## config.mk

```make
export PLATFORM = sky130hd
export DESIGN_NAME = base64_line_wrapped_encoder
export DESIGN_NICKNAME = d
export VERILOG_FILES = /design/src/rtl/core/b64e_pkg.sv /design/src/rtl/core/b64e_front.sv /design/src/rtl/core/b64e_fifo.sv /design/src/rtl/core/b64e_back.sv /design/src/rtl/core/base64_line_wrapped_encoder.sv
export SDC_FILE = /design/constraint.sdc
export NUM_CORES = 1
export LEC_CHECK = 0
export BUFFER_PORTS_ARGS = -buffer_cell sky130_fd_sc_hd__clkbuf_2
export CORE_MARGIN = 2
export CORE_UTILIZATION = 60
export CTS_BUF_LIST = sky130_fd_sc_hd__clkbuf_2
export DETAILED_ROUTE_END_ITERATION = 6
export GPL_TIMING_DRIVEN = 0
export PLACE_DENSITY_LB_ADDON = 0.3
export RECOVER_POWER = 50
export SLEW_MARGIN = 15
export SYNTH_ARGS = -nofsm -noshare
export SYNTH_HDL_FRONTEND = slang
export SYNTH_HIERARCHICAL = 1
export SYNTH_SLANG_ARGS = --single-unit
```

## constraint.sdc

```tcl
create_clock -name clk -period 11.8 [get_ports clk]
set_input_delay 3.54 -clock clk [delete_from_list [all_inputs] [get_ports clk]]
set_output_delay 3.54 -clock clk [all_outputs]
set_load 0.02 [all_outputs]
```

## src/rtl/core/b64e_pkg.sv

```systemverilog
package b64e_pkg;

	localparam int B64E_MAX_CHARS   = 6;
	localparam int B64E_QUEUE_DEPTH = 4;
	localparam int B64E_PADDR_W     = 3;
	localparam int B64E_PDATA_W     = 32;

	localparam logic [5:0] B64E_GPL_RESET = 6'd19;

	localparam logic [7:0] CH_CR  = 8'h0D;
	localparam logic [7:0] CH_LF  = 8'h0A;
	localparam logic [7:0] CH_PAD = 8'h3D;

	// register numbers on the configuration port
	localparam logic REG_GROUPS_PER_LINE = 1'b0;

	typedef enum logic [1:0] {
		PH_EMPTY,
		PH_ONE,
		PH_TWO
	} b64e_phase_t;

	typedef struct packed {
		logic [B64E_MAX_CHARS-1:0][7:0] chars;
		logic [2:0]                     num_chars;
		logic                           last;
	} b64e_job_t;

	typedef struct packed {
		logic full;
		logic empty;
	} b64e_qstat_t;

	// standard alphabet: A-Z a-z 0-9 + /
	function automatic logic [7:0] b64e_sym(input logic [5:0] six);
		logic [7:0] s;
		s = {2'b00, six};
		if (six < 6'd26)
			return 8'h41 + s;
		else if (six < 6'd52)
			return 8'h61 + s - 8'd26;
		else if (six < 6'd62)
			return 8'h30 + s - 8'd52;
		else if (six == 6'd62)
			return 8'h2B;
		else
			return 8'h2F;
	endfunction

endpackage

```

## src/rtl/core/b64e_front.sv

```systemverilog
module b64e_front
	import b64e_pkg::*;
(
	input  logic        clk,
	input  logic        arst_n,
	input  logic        data_valid,
	output logic        data_stall,
	input  logic [7:0]  data_byte,
	input  logic        end_of_data,
	input  logic [5:0]  groups_per_line,
	input  b64e_qstat_t qstat,
	output logic        push,
	output b64e_job_t   push_job
);

	b64e_phase_t phase_q, phase_next;
	logic [15:0] pend_q;
	logic [5:0]  groups_q;
	logic [5:0]  groups_inc;
	logic        accept;
	logic        line_break;
	logic [7:0]  b1, b2;

	assign data_stall = qstat.full;
	assign accept     = data_valid && !qstat.full;
	assign groups_inc = groups_q + 6'd1;
	assign line_break = (groups_inc == groups_per_line);

	always_comb begin
		phase_next = phase_q;
		if (accept) begin
			case (phase_q)
				PH_EMPTY: phase_next = end_of_data ? PH_EMPTY : PH_ONE;
				PH_ONE:   phase_next = end_of_data ? PH_EMPTY : PH_TWO;
				PH_TWO:   phase_next = PH_EMPTY;
				default:  phase_next = PH_EMPTY;
			endcase
		end
	end

	always_comb begin
		b1       = (phase_q == PH_TWO) ? pend_q[15:8] : pend_q[7:0];
		b2       = pend_q[7:0];
		push     = 1'b0;
		push_job = '0;
		push_job.last = end_of_data;
		case (phase_q)
			PH_EMPTY: begin
				push                = accept && end_of_data;
				push_job.chars[0]   = b64e_sym(data_byte[7:2]);
				push_job.chars[1]   = b64e_sym({data_byte[1:0], 4'b0000});
				push_job.chars[2]   = CH_PAD;
				push_job.chars[3]   = CH_PAD;
				push_job.num_chars  = 3'd4;
			end
			PH_ONE: begin
				push                = accept && end_of_data;
				push_job.chars[0]   = b64e_sym(b1[7:2]);
				push_job.chars[1]   = b64e_sym({b1[1:0], data_byte[7:4]});
				push_job.chars[2]   = b64e_sym({data_byte[3:0], 2'b00});
				push_job.chars[3]   = CH_PAD;
				push_job.num_chars  = 3'd4;
			end
			PH_TWO: begin
				push                = accept;
				push_job.chars[0]   = b64e_sym(b1[7:2]);
				push_job.chars[1]   = b64e_sym({b1[1:0], b2[7:4]});
				push_job.chars[2]   = b64e_sym({b2[3:0], data_byte[7:6]});
				push_job.chars[3]   = b64e_sym(data_byte[5:0]);
				push_job.chars[4]   = CH_CR;
				push_job.chars[5]   = CH_LF;
				push_job.num_chars  = line_break ? 3'd6 : 3'd4;
			end
			default: begin
				push = 1'b0;
			end
		endcase
	end

	always_ff @(posedge clk or negedge arst_n) begin
		if (!arst_n) begin
			phase_q  <= PH_EMPTY;
			groups_q <= '0;
		end else begin
			phase_q <= phase_next;
			if (accept) begin
				if (end_of_data)
					groups_q <= '0;
				else if (phase_q == PH_TWO)
					groups_q <= line_break ? 6'd0 : groups_inc;
			end
		end
	end

	always_ff @(posedge clk) begin
		if (accept && !end_of_data) begin
			if (phase_q == PH_EMPTY)
				pend_q <= {8'h00, data_byte};
			else if (phase_q == PH_ONE)
				pend_q <= {pend_q[7:0], data_byte};
		end
	end

endmodule

```

## src/rtl/core/b64e_fifo.sv

```systemverilog
module b64e_fifo
	import b64e_pkg::*;
#(
	parameter int DEPTH = B64E_QUEUE_DEPTH
) (
	input  logic        clk,
	input  logic        arst_n,
	input  logic        push,
	input  b64e_job_t   push_job,
	input  logic        pop,
	output b64e_job_t   pop_job,
	output b64e_qstat_t qstat
);

	localparam int PW = (DEPTH > 1) ? $clog2(DEPTH) : 1;
	localparam int CW = $clog2(DEPTH + 1);

	b64e_job_t      slots_q [DEPTH];
	logic [PW-1:0]  wr_ptr_q, rd_ptr_q;
	logic [CW-1:0]  count_q;

	assign qstat.full  = (count_q == CW'(DEPTH));
	assign qstat.empty = (count_q == '0);
	assign pop_job     = slots_q[rd_ptr_q];

	function automatic logic [PW-1:0] bump(input logic [PW-1:0] p);
		return (p == PW'(DEPTH - 1)) ? '0 : p + PW'(1);
	endfunction

	always_ff @(posedge clk or negedge arst_n) begin
		if (!arst_n) begin
			wr_ptr_q <= '0;
			rd_ptr_q <= '0;
			count_q  <= '0;
		end else begin
			if (push)
				wr_ptr_q <= bump(wr_ptr_q);
			if (pop)
				rd_ptr_q <= bump(rd_ptr_q);
			if (push && !pop)
				count_q <= count_q + CW'(1);
			else if (pop && !push)
				count_q <= count_q - CW'(1);
		end
	end

	always_ff @(posedge clk) begin
		if (push)
			slots_q[wr_ptr_q] <= push_job;
	end

endmodule

```

## src/rtl/core/b64e_back.sv

```systemverilog
module b64e_back
	import b64e_pkg::*;
(
	input  logic        clk,
	input  logic        arst_n,
	input  b64e_qstat_t qstat,
	input  b64e_job_t   pop_job,
	output logic        pop,
	output logic        char_valid,
	input  logic        char_stall,
	output logic [7:0]  out_char,
	output logic        last_char
);

	b64e_job_t  job_q;
	logic       job_valid_q;
	logic [2:0] idx_q;
	logic       advance;
	logic       job_done;

	assign advance  = !char_valid || !char_stall;
	assign job_done = job_valid_q && advance && (idx_q == job_q.num_chars - 3'd1);
	// refill the job register when it is empty or its final char is leaving
	assign pop      = !qstat.empty && (!job_valid_q || job_done);

	always_ff @(posedge clk or negedge arst_n) begin
		if (!arst_n) begin
			job_valid_q <= 1'b0;
			idx_q       <= '0;
			char_valid  <= 1'b0;
		end else begin
			if (advance)
				char_valid <= job_valid_q;
			if (pop) begin
				job_valid_q <= 1'b1;
				idx_q       <= '0;
			end else if (job_done) begin
				job_valid_q <= 1'b0;
				idx_q       <= '0;
			end else if (job_valid_q && advance) begin
				idx_q <= idx_q + 3'd1;
			end
		end
	end

	always_ff @(posedge clk) begin
		if (pop)
			job_q <= pop_job;
		if (advance && job_valid_q) begin
			out_char  <= job_q.chars[idx_q];
			last_char <= job_q.last && (idx_q == job_q.num_chars - 3'd1);
		end
	end

endmodule

```

## src/rtl/core/base64_line_wrapped_encoder.sv

```systemverilog
// Base64 encoder with CR LF line wrapping. Send one raw byte per request on the data
// channel, with end_of_data set on the final byte of a message; characters leave one per
// cycle on the char channel while char_stall is low, last_char marking the final one.
// Every third byte yields four alphabet characters, followed by CR LF once groups_per_line
// groups (register at address 0, reset 19, i.e. 76 columns) fill a line; a short final
// group is padded with "=" or "==". The group count of a line restarts with each message.
// A byte is taken in any cycle while the job queue between the byte front end and the
// character serializer has room, so bursts of up to QUEUE_DEPTH groups enter at one byte
// per cycle. Sustained throughput is set by the single-character output register: a full
// group of 3 bytes yields 4 characters, or 6 when it closes a line, and a padded final
// group yields 4 characters for its one or two bytes. The first character of a group
// passes through the job queue, the job register and the output register after its
// completing byte is accepted.
module base64_line_wrapped_encoder
	import b64e_pkg::*;
#(
	parameter int QUEUE_DEPTH = B64E_QUEUE_DEPTH
) (
	input  logic                    clk,
	input  logic                    arst_n,
	input  logic                    psel,
	input  logic                    penable,
	input  logic                    pwrite,
	input  logic [B64E_PADDR_W-1:0] paddr,
	input  logic [B64E_PDATA_W-1:0] pwdata,
	output logic [B64E_PDATA_W-1:0] prdata,
	output logic                    pready,
	input  logic                    data_valid,
	output logic                    data_stall,
	input  logic [7:0]              data_byte,
	input  logic                    end_of_data,
	output logic                    char_valid,
	input  logic                    char_stall,
	output logic [7:0]              out_char,
	output logic                    last_char
);

	logic [5:0]  gpl_q;
	logic        reg_hit;
	b64e_qstat_t qstat;
	logic        push, pop;
	b64e_job_t   push_job, pop_job;

	assign pready  = 1'b1;
	assign reg_hit = (paddr[B64E_PADDR_W-1] == REG_GROUPS_PER_LINE);
	assign prdata  = reg_hit ? {{(B64E_PDATA_W-6){1'b0}}, gpl_q} : '0;

	always_ff @(posedge clk or negedge arst_n) begin
		if (!arst_n)
			gpl_q <= B64E_GPL_RESET;
		else if (psel && penable && pwrite && pready && reg_hit)
			gpl_q <= pwdata[5:0];
	end

	b64e_front u_front (
		.clk             (clk),
		.arst_n          (arst_n),
		.data_valid      (data_valid),
		.data_stall      (data_stall),
		.data_byte       (data_byte),
		.end_of_data     (end_of_data),
		.groups_per_line (gpl_q),
		.qstat           (qstat),
		.push            (push),
		.push_job        (push_job)
	);

	b64e_fifo #(
		.DEPTH (QUEUE_DEPTH)
	) u_fifo (
		.clk      (clk),
		.arst_n   (arst_n),
		.push     (push),
		.push_job (push_job),
		.pop      (pop),
		.pop_job  (pop_job),
		.qstat    (qstat)
	);

	b64e_back u_back (
		.clk        (clk),
		.arst_n     (arst_n),
		.qstat      (qstat),
		.pop_job    (pop_job),
		.pop        (pop),
		.char_valid (char_valid),
		.char_stall (char_stall),
		.out_char   (out_char),
		.last_char  (last_char)
	);

endmodule

```

After elaboration in Yosys (flattened, before gate mapping)
Memories as Yosys holds them, arrays and structs flattened. A register that Yosys moved wholly into a read port is not among the register bits.
Cells that the tools add are included.
W data, S select, Z words.

storage, ports and cells
  latch bits = 0
  memories kept = 1
  input port bits = 51
  register bits = 59
  RAM bits = 192
  bits in read-only memories = 0
  word-level logic and storage cells = 190
  output and inout bits = 44

memories
  memory          depth  bits a word  rd ports  clocked after memory_dff  write ports  RTL line         RTL
  u_fifo.slots_q  4      48           1         1                         1            b64e_fifo.sv:18  b64e_job_t slots_q [DEPTH];

cells by class
  shift operators = 0
  bitwise gates (word level) = 1
  equality and inequality tests = 13
  mux-type cells = 57
  div/mod/pow operators = 0
  reduce and logical (&&, ||, !) cells = 32
  order comparisons = 25
  $add $sub $neg = 47
  $mul = 0

operators by type and width
  kind                   count
  $mux W8                27
  $add A7 B6 Y8 const A  16
  $pmux W35 S3           1
  $lt A6 B6 Y1 const B   16
  $sub A8 B5 Y8 const B  8
  $sub A8 B6 Y8 const B  8
  $add A6 B6 Y7 const A  8
  $lt A6 B5 Y1 const B   8
  $eq A6 B6 Y1 const B   6
  $mux W3                11
  $bmux W8 S3            1
  $mux W6                4
  $mux W16               1
  $logic_and A1 B1 Y1    12
  $mux W12               1
  $logic_not A1 Y1       8
  $mux W2                4
  $reduce_bool A2 Y1     4
  $add A3 B1 Y3 const B  2
  $add A6 B1 Y6 const B  1
  $eq A2 B2 Y1 const B   3
  $eq A6 B6 Y1           1
  $sub A3 B1 Y3 const B  2
  $mux W1                5
  14 further kinds       17

Depth between registers and ports, before layout
  depth in word-level cells = 9
  depth in mapped cells = 13

Hierarchy
Netlist, hierarchy kept.

modules (own cells, without submodules)
  module                       instances  area each (µm²)  cells an instance
  b64e_fifo                    1          7982.7           309
  b64e_front                   1          3980.1           531
  b64e_back                    1          2504.9           127
  base64_line_wrapped_encoder  1          508.0            48

Worst setup path after synthesis
OpenSTA, ideal clock, no wires.

  path type = input port to flip-flop
  start point = input port char_stall
  end point = register u_fifo.count_q[1]
  slack = 3327 ps
  cell stages on the path = 8
  setup time = 125 ps
  data required time = 11675 ps
  arrival time = 8349 ps
  path buffers = 0
  cells stage by stage = a21bo_2 or4_4 a21oi_1 inv_1 ha_1 inv_1 fa_1 mux2_2

between the ends
  cells in the longest elaborated chain, start to end = 9
  elaborated cells between the ends (all ways) = 11
  those cells by class = mux (1); reduce/logical (10)

RTL lines
  element                                               RTL line                           RTL
  start: declaration                                    base64_line_wrapped_encoder.sv:33  input logic char_stall,
  $logic_not A1 Y1 (*)                                  b64e_back.sv:21                    assign advance = !char_valid || !char_stall;
  $logic_or A1 B1 Y1 (*)                                b64e_back.sv:21
  $logic_and A1 B1 Y1 (*) (2 in series)                 b64e_back.sv:22                    assign job_done = job_valid_q && advance && (idx_q == job_q.num_chars - 3'd1);
  $logic_or A1 B1 Y1 (*)                                b64e_back.sv:24                    assign pop = !qstat.empty && (!job_valid_q || job_done);
  $logic_and A1 B1 Y1 (*)                               b64e_back.sv:24
  via pop                                               base64_line_wrapped_encoder.sv:41  logic push, pop;
  $logic_not A1 Y1                                      b64e_fifo.sv:40                    if (push && !pop)
  $logic_and A1 B1 Y1                                   b64e_fifo.sv:40
  $mux W3 / $reduce_bool A2 Y1 (equally long branches)  --
  end signal: assignment                                b64e_fifo.sv:41                    count_q <= count_q + CW'(1);
  end signal: assignment                                b64e_fifo.sv:43                    count_q <= count_q - CW'(1);
  end: declaration                                      b64e_fifo.sv:20                    logic [CW-1:0] count_q;

Mark *: on every way through the listed nets, which the timed path passes. The rest lies on a longest branch.
A chain may end at the register's enable or synchronous reset.

Worst setup path in the final report
  start point = input port paddr[2]
  end point = output port prdata[3]

between the ends
  cells in the longest elaborated chain, start to end = 1

RTL lines
  element             RTL line                           RTL
  start: declaration  base64_line_wrapped_encoder.sv:24  input logic [B64E_PADDR_W-1:0] paddr,
  $mux W6             base64_line_wrapped_encoder.sv:46  assign prdata = reg_hit ? {{(B64E_PDATA_W-6){1'b0}}, gpl_q} : '0;
  end: declaration    base64_line_wrapped_encoder.sv:26  output logic [B64E_PDATA_W-1:0] prdata,

Every way passes these cells.

==> results by group <==
Timing
  • TNS Setup: 0 ns
  • Final hold vios: 0
  • Worst slew pin tran: 2.65 ns
  • Final WS setup: 4.08 ns
  • RSZ-0062 raised after global routing: no
  • Relative slew slack: -76.6%
  • Final period util: 65.4%
  • Fmax: 0.130 GHz
  • Final min period: 7.72 ns
  • Clock skew: 0.0681 ns
  • Slew Limit Fails: 132
  • Final Setup Violations: 0

Power
  • NetSw: 1.17 mW
  • Clock power frac: 20.1%
  • Cell Int Power: 2.26 mW
  • Leakage: 5.85 nW
  • Part of the power in registers: 46.3%
  • Sw Ratio: 34.2%
  • Max IR drop VDD: 97.0 uV
  • Comb power frac: 33.6%
  • Power per cell area: 210 nW/um^2

Synthesis
  • Mapped Cells: 1015
  • Yosys warns: 6
  • Synth unique cells: 88
  • Synth top area cells: edfxtp_1 57%, mux4_2 8.4%, dfrtp_1 3.8%
  • Post-synth EDFFs: 285
  • Area share of the largest cell type after synthesis: 57.1%
  • Most common cell in the netlist: edfxtp_1
  • Sequential share of the synthesized area: 61.5%
  • Synthesized flop and latch total: 311
  • Ys async rst share: 8.36%
  • Post-synth top flop: edfxtp_1
  • Synth Cell Area: 15000 sq um
  • Synth Area per Inst: 14.8 sq um
  • Yosys top cell by area: edfxtp_1
  • Post-synth top cells: 285 x edfxtp_1, 56 x mux4_2, 49 x nand2_1

Worst setup path
  • CP Launch Type: primary input
  • WP data arrival: 4.18 ns
  • Worst-path fanout max: 7
  • Crit. End Element: output pin
  • WP data required: 8.26 ns
  • CP Class: in2out

Detailed routing
  • ANT nets after route: 0
  • DRC: 0
  • Vias: 9337
  • Post-Route WL: 32.1 mm
  • Drt pass-1 iters: 6
  • Initial DRC count: 899
  • DR WL/cell: 20.7 um
  • Via/cell ratio: 6.03

Die
  • Initial Util: 61.4%
  • Num rows: 57
  • DIE AREA: 26200 sq um
  • Core area: 24400 sq um
  • Die Y-Extent: 162 um
  • Die width: 162 um
  • I/O Pins: 95

Status
  • Failing checks: capacitance limit, slew limit
  • Status: complete, but fails checks

Clock tree
  • Max Root-Sink Buffers: 3
  • Clock Pin Slew Worst Setup and Hold Paths: 0.09 ns
  • Cts bufs inserted: 78
  • Clock Tree Root: clkbuf_2
  • Post-CTS setup buffers: 0
  • Clk_lat worst skew: 0.86 ns
  • Cts repair resizes: 0
  • CTS tree: built
  • Hold-fix buffers at CTS: 0
  • H-Tree Depth: 3
  • CTS sink count: 311

Cells and area
  • Final core occ: 66.9%
  • Filler instances: 1794
  • Area delta synth->final: 8.94%
  • Nets: 1264
  • Share of cells above drive strength 1: 23.8%

GRT
  • Pin count of the biggest net entering global routing: 42
  • First-pass GRT wire length: 50.6 mm
  • Grt ovf: 0
  • Tot GR Track Use: 25.3%
  • Initial antenna violation count: 1
  • Vias in the first global route: 9238

Hold path
  • Worst min path class: reg2reg

Placement
  • I/O Buffers: 39
  • Post-placement setup slack: 4.17 ns
  • Placer Congestion: 0.907
  • Post-DP HPWL: 21.8 mm

Job
  • Number of max-cap violations: 5
==> critical path: stages <==
cell and delay, ns:
clkbuf_1 0.23, and2b_2 0.26, clkbuf_2 0.15
==> kinds of logic after synthesis <==
kind of cell,Yosys count,share of synthesized area (%)
and+or+nand+nor,199,7.06
muxes,91,11.4
DFF,311,61.5
other,3,0.0752
AOI/OAI and AO/OA,203,9.17
adders and majority gates,36,3.06
xor gates and xnor gates,38,2.32
buffers and inverters,134,5.38
==> metal layers <==
metal	track usage [%]	part of all wire (%)	vias up
li1	-	-	4232
met1	35.3	41	4634
met2	40.1	48	415
met3	6.21	8.9	56
met4	7.56	1.9	0
met5	0	0	-
==> through the flow <==
step,total power [mW],std cells,hold slack (ns),cell area (sq um)
after floorplan,2.46,1051,0.456,15100
after global placement,2.77,1414,0.479,15700
after detailed placement,2.82,1421,0.485,15900
after CTS,3.52,1547,0.501,16600
after global routing,3.62,1548,0.517,16300
final,3.43,1548,0.494,16300
==> worst paths after layout <==
kind	startpoint	end	slack [ns]	depth (start not counted)
worst max-delay path	paddr[2]	prdata[3]	4.08	3
worst min-delay path	u_fifo/count_q[2]$_DFFE_PN0P_	u_fifo/count_q[2]$_DFFE_PN0P_	0.49	1
worst max register to register	u_front/phase_q[1]$_DFFE_PN0P_	u_fifo/slots_q[0][37]$_DFFE_PP_	5.46	9
worst min register to register	u_fifo/count_q[2]$_DFFE_PN0P_	u_fifo/count_q[2]$_DFFE_PN0P_	0.49	1
max in group asynchronous	arst_n	u_fifo/count_q[1]$_DFFE_PN0P_	7.79	1
min in group asynchronous	arst_n	u_back/idx_q[1]$_DFFE_PN0P_	3.06	1
==> sequential cells by signal (all words and copies together), names as in the netlist <==
name	cells
u_fifo/slots_q	208
u_front/pend_q	16
u_back/char_valid	1
u_back/last_char	1
u_front/groups_q	6
u_back/out_char	8
u_back/job_valid_q	1
u_front/phase_q	2
u_back/job_q	52
u_fifo/wr_ptr_q	2
gpl_q	6
u_back/idx_q	3
u_fifo/rd_ptr_q	2
u_fifo/count_q	3
==> cell usage in the layout, fill, tap and decap left out, types with 5 or more instances in the layout <==
master / netlist / layout
a211oi_1: 9 / 9
a21o_1: 10 / 10
a21oi_1: 44 / 44
a31oi_1: 12 / 12
and2_0: 0 / 6
and2b_2: 6 / 6
buf_2: 10 / 8
buf_4: 47 / 40
clkbuf_1: 30 / 62
clkbuf_2: 0 / 133
clkinv_1: 3 / 16
conb_1: 3 / 39
dfrtp_1: 23 / 23
edfxtp_1: 285 / 285
ha_1: 35 / 35
inv_1: 30 / 31
mux2_2: 14 / 14
mux2i_1: 15 / 15
mux4_2: 56 / 56
nand2_1: 49 / 49
nand2b_1: 6 / 6
nand3_1: 20 / 20
nand4_1: 5 / 5
nor2_1: 41 / 41
nor2b_1: 10 / 10
nor3_1: 20 / 20
nor3b_1: 6 / 6
o211ai_1: 5 / 5
o21ai_0: 39 / 45
o22ai_1: 11 / 11
o31ai_1: 8 / 8
xnor2_1: 26 / 26
xor2_1: 11 / 11
==> cell type report <==
type / instances / area (sq um) / share of cell area [%]
Sequential cell: 311 / 9210 / 56.5
Inverter: 38 / 144 / 0.882
Clock buffer: 106 / 531 / 3.25
Multi-Input combinational cell: 606 / 5070 / 31.1
Tap cell: 324 / 405 / 2.48
Timing Repair Buffer: 46 / 279 / 1.71
Clock inverter: 20 / 139 / 0.851
Buffer: 96 / 528 / 3.24
Antenna cell: 1 / 2.50 / 0.0153
==> power by group through the flow <==
stage / Sequential [mW] / Clock, mW / Combinational, mW
floorplan: 1.61 / 0 / 0.849
finish: 1.59 / 0.689 / 1.15
global route: 1.60 / 0.775 / 1.24
global placement: 1.61 / 0 / 1.16
detailed placement: 1.61 / 0 / 1.22
CTS: 1.58 / 0.713 / 1.22
(Power assumes the default switching activity.)
